===== config.mk =====
export PLATFORM = sky130hd
export DESIGN_NAME = lookup3_word_hash_to_unit_flat
export DESIGN_NICKNAME = d
export VERILOG_FILES = /design/src/lk3_pkg.sv /design/src/lk3_key_if.sv /design/src/lk3_hash_if.sv /design/src/lookup3_word_hash_to_unit.sv /design/src/lk3_round_stage.sv /design/src/lk3_unit_float.sv /design/src/flat_wrapper.sv
export SDC_FILE = /design/constraint.sdc
export NUM_CORES = 2
export LEC_CHECK = 0
export CORE_UTILIZATION = 35
export DETAILED_ROUTE_END_ITERATION = 10
export DONT_BUFFER_PORTS = 1
export SLEW_MARGIN = 20
export SYNTH_ARGS = -nofsm -noshare
export SYNTH_HDL_FRONTEND = slang
export SYNTH_SLANG_ARGS = --single-unit

===== constraint.sdc =====
create_clock -name clk -period 57.2 [get_ports clk]
set_clock_uncertainty 0.1 [all_clocks]
set_input_delay 2.86 -clock clk [delete_from_list [all_inputs] [get_ports clk]]
set_output_delay 2.86 -clock clk [all_outputs]
set_load 0.02 [all_outputs]

===== src/lk3_pkg.sv =====
// ----------------------------------------------------------------------------
// lk3_pkg
// Shared types, seeds and round steps of the lookup3 word hash pipeline.
// ----------------------------------------------------------------------------
`timescale 1ns / 1ps
`default_nettype none

package lk3_pkg;

    localparam int unsigned WORD_W     = 32;
    localparam int unsigned COUNT_W    = 3;
    localparam int unsigned MIX_STEPS  = 6;
    localparam int unsigned FINAL_STEPS = 7;
    localparam int unsigned ROUND_STEPS = MIX_STEPS + FINAL_STEPS;

    localparam logic [WORD_W-1:0] GOLDEN = 32'hdeadbeef;

    // Bias 127 less 32 for the 2^-32 scale
    localparam logic [7:0] EXP_OFFSET = 8'd95;

    typedef logic [WORD_W-1:0] word_t;

    typedef struct packed {
        word_t a;
        word_t b;
        word_t c;
    } hash_words_t;

    // Seed for an effective count of 1..4
    function automatic word_t seed_for(input logic [COUNT_W-1:0] count);
        word_t seed;
        seed = GOLDEN + word_t'({count, 2'b00}) + word_t'(13);
        return seed;
    endfunction

    function automatic word_t rotl(input word_t v, input int unsigned s);
        word_t r;
        r = (v << s) | (v >> (WORD_W - s));
        return r;
    endfunction

    // One line of the mix round or of the final avalanche.
    // Mix lines pass the words through unchanged when the mix is off.
    function automatic hash_words_t step_apply(
        input hash_words_t w,
        input int unsigned step,
        input logic        mix_on,
        input word_t       k3
    );
        hash_words_t r;
        r = w;
        if (step < MIX_STEPS && !mix_on)
        begin
            r = w;
        end
        else
        begin
            unique case (step)
                0:
                begin
                    r.a = (w.a - w.c) ^ rotl(w.c, 4);
                    r.c = w.c + w.b;
                end
                1:
                begin
                    r.b = (w.b - w.a) ^ rotl(w.a, 6);
                    r.a = w.a + w.c;
                end
                2:
                begin
                    r.c = (w.c - w.b) ^ rotl(w.b, 8);
                    r.b = w.b + w.a;
                end
                3:
                begin
                    r.a = (w.a - w.c) ^ rotl(w.c, 16);
                    r.c = w.c + w.b;
                end
                4:
                begin
                    r.b = (w.b - w.a) ^ rotl(w.a, 19);
                    r.a = w.a + w.c;
                end
                5:
                begin
                    // last mix line, then the fourth key goes into a
                    r.c = (w.c - w.b) ^ rotl(w.b, 4);
                    r.b = w.b + w.a + k3;
                    r.a = w.a + k3;
                    r.b = w.b + w.a;
                end
                6:  r.c = (w.c ^ w.b) - rotl(w.b, 14);
                7:  r.a = (w.a ^ w.c) - rotl(w.c, 11);
                8:  r.b = (w.b ^ w.a) - rotl(w.a, 25);
                9:  r.c = (w.c ^ w.b) - rotl(w.b, 16);
                10: r.a = (w.a ^ w.c) - rotl(w.c, 4);
                11: r.b = (w.b ^ w.a) - rotl(w.a, 14);
                12: r.c = (w.c ^ w.b) - rotl(w.b, 24);
                default: r = w;
            endcase
        end
        return r;
    endfunction

endpackage

`default_nettype wire


===== src/lk3_key_if.sv =====
// ----------------------------------------------------------------------------
// lk3_key_if
// Key channel: word count and four key words with valid/ready.
// ----------------------------------------------------------------------------
`timescale 1ns / 1ps
`default_nettype none

interface lk3_key_if;
    logic        valid;
    logic        ready;
    logic [2:0]  word_count;
    logic [31:0] key_first;
    logic [31:0] key_second;
    logic [31:0] key_third;
    logic [31:0] key_fourth;

    modport source (
        output valid, word_count, key_first, key_second, key_third, key_fourth,
        input  ready
    );

    modport sink (
        input  valid, word_count, key_first, key_second, key_third, key_fourth,
        output ready
    );
endinterface

`default_nettype wire


===== src/lk3_hash_if.sv =====
// ----------------------------------------------------------------------------
// lk3_hash_if
// Result channel: hash word and its unit-interval float bits.
// ----------------------------------------------------------------------------
`timescale 1ns / 1ps
`default_nettype none

interface lk3_hash_if;
    logic        valid;
    logic        ready;
    logic [31:0] hash_value;
    logic [31:0] unit_float_bits;

    modport source (
        output valid, hash_value, unit_float_bits,
        input  ready
    );

    modport sink (
        input  valid, hash_value, unit_float_bits,
        output ready
    );
endinterface

`default_nettype wire


===== src/lookup3_word_hash_to_unit.sv =====
// ----------------------------------------------------------------------------
// lookup3_word_hash_to_unit
// Stateless lookup3 word hash of one to four keys, with the hash also
// given as a single-precision value in the unit interval.
// ----------------------------------------------------------------------------
//  channel   | dir | payload                                        | handshake
//  key_in    | in  | word_count, key_first .. key_fourth            | valid/ready
//  hash_out  | out | hash_value, unit_float_bits                    | valid/ready
//
//  One transfer per cycle while results are taken; stages: input register,
//  seed stage, 13 round-line stages, three float stages (last is the
//  result register). A stalled result freezes the whole pipeline, bubbles
//  included; key_in.ready stays high unless a held result sits at the
//  output. Reset clears the valid bits only; no state survives items.
// ----------------------------------------------------------------------------
`timescale 1ns / 1ps
`default_nettype none

module lookup3_word_hash_to_unit
    import lk3_pkg::*;
(
    input  wire logic clk,
    input  wire logic rst_n,
    lk3_key_if.sink   key_in,
    lk3_hash_if.source hash_out
);

    logic advance;
    logic res_valid;
    word_t res_hash;
    word_t res_float;

    // input register
    logic                in_valid_reg;
    logic [COUNT_W-1:0]  in_count_reg;
    word_t               in_k0_reg;
    word_t               in_k1_reg;
    word_t               in_k2_reg;
    word_t               in_k3_reg;

    // seed stage
    logic                seed_valid_reg;
    hash_words_t         seed_words_reg;
    hash_words_t         seed_words_next;
    logic                seed_mix_reg;
    word_t               seed_k3_reg;
    logic [COUNT_W-1:0]  eff_count;
    word_t               seed;

    logic        vld    [0:ROUND_STEPS];
    hash_words_t words  [0:ROUND_STEPS];
    logic        mix_on [0:ROUND_STEPS];
    word_t       k3     [0:ROUND_STEPS];

    assign advance      = !res_valid || hash_out.ready;
    assign key_in.ready = advance;

    always_comb
    begin
        priority if (in_count_reg == 3'd0)
        begin
            eff_count = 3'd1;
        end
        else if (in_count_reg > 3'd4)
        begin
            eff_count = 3'd4;
        end
        else
        begin
            eff_count = in_count_reg;
        end
    end

    assign seed = seed_for(eff_count);

    always_comb
    begin
        seed_words_next.a = seed + in_k0_reg;
        seed_words_next.b = seed + ((eff_count >= 3'd2) ? in_k1_reg : '0);
        seed_words_next.c = seed + ((eff_count >= 3'd3) ? in_k2_reg : '0);
    end

    always_ff @(posedge clk or negedge rst_n)
    begin
        if (!rst_n)
        begin
            in_valid_reg   <= 1'b0;
            seed_valid_reg <= 1'b0;
        end
        else if (advance)
        begin
            in_valid_reg   <= key_in.valid;
            seed_valid_reg <= in_valid_reg;
        end
    end

    always_ff @(posedge clk)
    begin
        if (advance)
        begin
            in_count_reg   <= key_in.word_count;
            in_k0_reg      <= key_in.key_first;
            in_k1_reg      <= key_in.key_second;
            in_k2_reg      <= key_in.key_third;
            in_k3_reg      <= key_in.key_fourth;
            seed_words_reg <= seed_words_next;
            seed_mix_reg   <= (eff_count == 3'd4);
            seed_k3_reg    <= in_k3_reg;
        end
    end

    assign vld[0]    = seed_valid_reg;
    assign words[0]  = seed_words_reg;
    assign mix_on[0] = seed_mix_reg;
    assign k3[0]     = seed_k3_reg;

    for (genvar i = 0; i < ROUND_STEPS; i++)
    begin : g_round
        lk3_round_stage #(
            .STEP (i)
        ) u_stage (
            .clk        (clk),
            .rst_n      (rst_n),
            .en         (advance),
            .valid_in   (vld[i]),
            .words_in   (words[i]),
            .mix_on_in  (mix_on[i]),
            .k3_in      (k3[i]),
            .valid_out  (vld[i+1]),
            .words_out  (words[i+1]),
            .mix_on_out (mix_on[i+1]),
            .k3_out     (k3[i+1])
        );
    end

    lk3_unit_float u_float (
        .clk       (clk),
        .rst_n     (rst_n),
        .en        (advance),
        .valid_in  (vld[ROUND_STEPS]),
        .hash_in   (words[ROUND_STEPS].c),
        .valid_out (res_valid),
        .hash_out  (res_hash),
        .float_out (res_float)
    );

    assign hash_out.valid           = res_valid;
    assign hash_out.hash_value      = res_hash;
    assign hash_out.unit_float_bits = res_float;

endmodule

`default_nettype wire


===== src/lk3_round_stage.sv =====
// ----------------------------------------------------------------------------
// lk3_round_stage
// One registered line of the mix round or final avalanche.
// ----------------------------------------------------------------------------
`timescale 1ns / 1ps
`default_nettype none

module lk3_round_stage
    import lk3_pkg::*;
#(
    parameter int unsigned STEP = 0
)
(
    input  wire logic        clk,
    input  wire logic        rst_n,
    input  wire logic        en,
    input  wire logic        valid_in,
    input  wire hash_words_t words_in,
    input  wire logic        mix_on_in,
    input  wire word_t       k3_in,
    output logic             valid_out,
    output hash_words_t      words_out,
    output logic             mix_on_out,
    output word_t            k3_out
);

    logic        valid_reg;
    hash_words_t words_reg;
    hash_words_t words_next;
    logic        mix_on_reg;
    word_t       k3_reg;

    always_comb
    begin
        words_next = step_apply(words_in, STEP, mix_on_in, k3_in);
    end

    always_ff @(posedge clk or negedge rst_n)
    begin
        if (!rst_n)
        begin
            valid_reg <= 1'b0;
        end
        else if (en)
        begin
            valid_reg <= valid_in;
        end
    end

    always_ff @(posedge clk)
    begin
        if (en)
        begin
            words_reg  <= words_next;
            mix_on_reg <= mix_on_in;
            k3_reg     <= k3_in;
        end
    end

    assign valid_out  = valid_reg;
    assign words_out  = words_reg;
    assign mix_on_out = mix_on_reg;
    assign k3_out     = k3_reg;

endmodule

`default_nettype wire


===== src/lk3_unit_float.sv =====
// ----------------------------------------------------------------------------
// lk3_unit_float
// Three-stage conversion of the hash to single-precision hash * 2^-32,
// round to nearest even; last stage is the result register.
// ----------------------------------------------------------------------------
`timescale 1ns / 1ps
`default_nettype none

module lk3_unit_float
    import lk3_pkg::*;
(
    input  wire logic  clk,
    input  wire logic  rst_n,
    input  wire logic  en,
    input  wire logic  valid_in,
    input  wire word_t hash_in,
    output logic       valid_out,
    output word_t      hash_out,
    output word_t      float_out
);

    // stage 1: leading one position
    logic       s1_valid_reg;
    word_t      s1_hash_reg;
    logic [4:0] s1_msb_reg;
    logic [4:0] s1_msb_next;
    logic       s1_zero_reg;

    // stage 2: normalised word
    logic       s2_valid_reg;
    word_t      s2_hash_reg;
    word_t      s2_norm_reg;
    word_t      s2_norm_next;
    logic [4:0] s2_msb_reg;
    logic       s2_zero_reg;

    // stage 3: rounded result
    logic       s3_valid_reg;
    word_t      s3_hash_reg;
    word_t      s3_float_reg;
    word_t      s3_float_next;

    logic [24:0] mant_rnd;
    logic        round_up;
    logic [7:0]  exp_biased;

    always_comb
    begin
        s1_msb_next = 5'd0;
        for (int i = 0; i < WORD_W; i++)
        begin
            if (hash_in[i])
            begin
                s1_msb_next = 5'(i);
            end
        end
    end

    assign s2_norm_next = s1_hash_reg << (5'd31 - s1_msb_reg);

    // guard bit plus sticky; ties go to the even significand
    assign round_up   = s2_norm_reg[7] & ((|s2_norm_reg[6:0]) | s2_norm_reg[8]);
    assign mant_rnd   = {1'b0, s2_norm_reg[31:8]} + 25'(round_up);
    assign exp_biased = 8'(s2_msb_reg) + EXP_OFFSET + 8'(mant_rnd[24]);

    always_comb
    begin
        if (s2_zero_reg)
        begin
            s3_float_next = '0;
        end
        else
        begin
            s3_float_next = {1'b0, exp_biased, (mant_rnd[24] ? 23'd0 : mant_rnd[22:0])};
        end
    end

    always_ff @(posedge clk or negedge rst_n)
    begin
        if (!rst_n)
        begin
            s1_valid_reg <= 1'b0;
            s2_valid_reg <= 1'b0;
            s3_valid_reg <= 1'b0;
        end
        else if (en)
        begin
            s1_valid_reg <= valid_in;
            s2_valid_reg <= s1_valid_reg;
            s3_valid_reg <= s2_valid_reg;
        end
    end

    always_ff @(posedge clk)
    begin
        if (en)
        begin
            s1_hash_reg  <= hash_in;
            s1_msb_reg   <= s1_msb_next;
            s1_zero_reg  <= (hash_in == '0);
            s2_hash_reg  <= s1_hash_reg;
            s2_norm_reg  <= s2_norm_next;
            s2_msb_reg   <= s1_msb_reg;
            s2_zero_reg  <= s1_zero_reg;
            s3_hash_reg  <= s2_hash_reg;
            s3_float_reg <= s3_float_next;
        end
    end

    assign valid_out = s3_valid_reg;
    assign hash_out  = s3_hash_reg;
    assign float_out = s3_float_reg;

endmodule

`default_nettype wire

===== src/flat_wrapper.sv =====
// flat-port wrapper written by rule: the top's interface ports become plain ports
module lookup3_word_hash_to_unit_flat import lk3_pkg::*;
  (clk, rst_n, key_in_valid, key_in_word_count, key_in_key_first, key_in_key_second, key_in_key_third, key_in_key_fourth, key_in_ready, hash_out_valid, hash_out_hash_value, hash_out_unit_float_bits, hash_out_ready);
  lk3_key_if key_in_i ();
  lk3_hash_if hash_out_i ();
  input  wire logic clk;
  input  wire logic rst_n;
  input wire logic [$bits(key_in_i.valid)-1:0] key_in_valid;
  input wire logic [$bits(key_in_i.word_count)-1:0] key_in_word_count;
  input wire logic [$bits(key_in_i.key_first)-1:0] key_in_key_first;
  input wire logic [$bits(key_in_i.key_second)-1:0] key_in_key_second;
  input wire logic [$bits(key_in_i.key_third)-1:0] key_in_key_third;
  input wire logic [$bits(key_in_i.key_fourth)-1:0] key_in_key_fourth;
  output wire logic [$bits(key_in_i.ready)-1:0] key_in_ready;
  output wire logic [$bits(hash_out_i.valid)-1:0] hash_out_valid;
  output wire logic [$bits(hash_out_i.hash_value)-1:0] hash_out_hash_value;
  output wire logic [$bits(hash_out_i.unit_float_bits)-1:0] hash_out_unit_float_bits;
  input wire logic [$bits(hash_out_i.ready)-1:0] hash_out_ready;
  assign key_in_i.valid = key_in_valid;
  assign key_in_i.word_count = key_in_word_count;
  assign key_in_i.key_first = key_in_key_first;
  assign key_in_i.key_second = key_in_key_second;
  assign key_in_i.key_third = key_in_key_third;
  assign key_in_i.key_fourth = key_in_key_fourth;
  assign key_in_ready = key_in_i.ready;
  assign hash_out_valid = hash_out_i.valid;
  assign hash_out_hash_value = hash_out_i.hash_value;
  assign hash_out_unit_float_bits = hash_out_i.unit_float_bits;
  assign hash_out_i.ready = hash_out_ready;
  lookup3_word_hash_to_unit u_core (.clk(clk), .rst_n(rst_n), .key_in(key_in_i), .hash_out(hash_out_i));
endmodule

==> impl_results.md <==
* Status: completed
* Area post-placement at 0.101 mm²
* Synthesized flop and latch total at about 1800
* Cell repeated most along the worst path: buf_4
* Cell Area, Synth at 0.0964 mm²
* Clock sinks at about 1800
* Average size of a mapped cell at 11.7 µm²
* Slew HR at 29.8%
* Final Instance Area at 0.107 mm²
* Hold_buf cts at 0
* Skew-Pair Late Insertion Delay at between 0.8 and 0.9 ns
* # setup viols final at 0
* DR pass1 iterations at 6
* Root Buffer: clkbuf_16
* Area grow syn2layout at 11.1%
* GR Util met2 at around 31%
* GR Util met1 at 22.5%
* Gr busiest metal: met2
* Placed insts at about 12000
* Post-route ant nets at 0
* Routability Congestion at 0.916
* Row cnt at about 190
* Starting Density at 35.2%
* Met3 global-route usage at 2.86%
* Max FO, Critical Path at 191
* Nets at approximately 9100
* Largest net degree at the start of global routing at 192
* Maxcap violations at 0
* Final setup TNS at 0 ns
* Min Tclk post-route at about 6.8 ns
* Async set-reset flop share out of synthesis at about 1%
* Area leader, netlist: edfxtp_1
* Max reg flops at 1152
* PortBufs at 0
* Critical-path cell list: nand2b_4 -> buf_4 -> buf_4 -> buf_4 -> buf_12
* Final period utilization at 11.9%
* TritonCTS clock tree: yes
* Top post-synthesis cells by area: edfxtp_1, ha_1, xnor2_1, xor2_1, a21oi_1
* Synth top area share at 54.4%
* CTS buffer count at 199
* Die height at 527 µm
* Crit path kind: primary input to flop
* Post-Route WL at about 260000 µm
* EDFF count, synth at 1747
* Critical path arrival at 7.18 ns
* Fin cells at 12100
* Core Area at between 0.2 and 0.3 mm²
* RSZ-0062 raised after global routing: no
* Sequential share of the synthesized area at 54.9%
* Util after Layout at 39.1%
* Post-Syn Instances at between 8000 and 9000
* Layout cells sized above 1 at under 10%
* Synth Flop Type: edfxtp_1
* Die area at between 0.2 and 0.3 mm²
* Total congestion overflow at 0
* Per-cell routed wire length at 21.2 µm
* CP Capture Type: flop
* Vias in the first global route at about 61000
* Ports at 201
* Vias/cell at 5.18
* Drt drc at 0
* Via count at 62600
* Initial antenna violation count at 2
* Final Hold Fails at 0
* Post-CTS setup buffer count at 0
* Die W at 527 µm
* CP max-delay cell: buf_4
* Slew Limit Fails at 0
* CP Data Required Time at 57.60 ns
* Synth unique cells at 90
* First-pass GRT wire length at 378000 µm
* Crit path launch type: primary input
* Clk slew on worst S/H paths at ~0.060 ns
* Fmax at 0.148 GHz
* Worst-Margin Slew at roughly 1.1 ns
* Crit-path leading delay family: buffers and inverters
* H-tree depth at 4
* Detailed placement HPWL at between 150000 and 200000 µm
* Slowest stage delay, CP at 0.89 ns
* Starting DRT DRC Count at 5436
* Synth warn at 0
* Tot GR Track Use at 18.0%
* HP Class: flop to flop
* CP Buf/Inv Count at 4
* Max Root-Sink Buffers at 4
* # resized after CTS at 0
-- synthesized netlist by cell type (23+ instances only) --
library cell and instances:
nand2_1 480, xnor2_1 624, o21a_1 98, a211o_1 28, a21oi_1 706, edfxtp_1 1747, mux2i_1 79, mux2_2 93
o21ai_0 422, nor2_1 577, a21o_1 257, xor2_1 411, o31ai_1 44, ha_1 648, a31oi_1 51, clkbuf_1 126
and3_1 63, nor3_1 120, nand3_1 130, and2_1 59, nand2b_1 79, nor2b_1 83, or3_1 52, fa_1 23
a211oi_1 42, o21bai_1 88, nor4_1 34, o211ai_1 35, nand4_1 45, inv_1 616, a21boi_0 34
-- metal layers --
| metal | vias up | part of all wire (%) |
|---|---|---|
| li1 | 30300 | - |
| met1 | 30200 | 42 |
| met2 | 1634 | 49 |
| met3 | 408 | 5.2 |
| met4 | 0 | 3.7 |
| met5 | - | 0 |
-- worst paths after layout --
kind                                                    startpoint                                 endpoint  slack, ns  cells after the start
min in group asynchronous                                    rst_n                      u_core.in_valid_reg       1.58                      0
min                        u_core.g_round[8].u_stage.words_out[90]  u_core.g_round[9].u_stage.words_out[90]       0.31                      0
max reg2reg                               u_core.u_float.valid_out                     u_core.in_k3_reg[16]      51.92                      5
max                                                 hash_out_ready                     u_core.in_k3_reg[16]      50.42                      5
max in group asynchronous                                    rst_n              u_core.u_float.s1_valid_reg      55.33                      0
min reg2reg                u_core.g_round[8].u_stage.words_out[90]  u_core.g_round[9].u_stage.words_out[90]       0.31                      0
-- per-stage QoR --
step	setup WS, ns	hold WS [ns]
after detailed placement	49.45	0.305
final	50.42	0.307
after global placement	49.60	0.301
after global routing	50.07	0.310
after CTS	50.42	0.295
after floorplan	0.331	0.300
-- cell type report --
type / count / area [µm²]
clock buffers: 247 / 5260
multi-input cells: 5695 / 40600
inverters: 617 / 2320
clock inverters: 113 / 1120
diodes: 4 / 10.0
fillers: 26000 / 167000
repair buffers: 45 / 375
well taps: 3589 / 4490
flip-flops and latches: 1765 / 52900
-- layout by cell type, fill, tap and decap left out, types with 93 or more instances in the layout --
cell	instances
clkbuf_16	202
mux2_2	93
nor3_1	120
xor2_1	411
xnor2_1	624
a21oi_1	706
a21o_1	257
nand2_1	480
ha_1	648
inv_1	616
o21a_1	98
edfxtp_1	1747
nor2_1	577
nand3_1	130
o21ai_0	422
-- cells by family after synthesis --
family                   after synthesis  synth area share (%)
AO/OA/AOI/OAI                       2009                  13.0
XOR/XNOR                            1035                  9.41
adder cells (fa/ha/maj)              671                  8.89
buffers and inverters                766                  3.00
flip-flops                          1765                  54.9
multiplexers                         180                  2.09
other                                  1               0.00389
AND/OR/NAND/NOR                     1792                  8.67
Power is not shown: default switching activity piles up to over one toggle a cycle in this logic, so the estimate is an artifact.
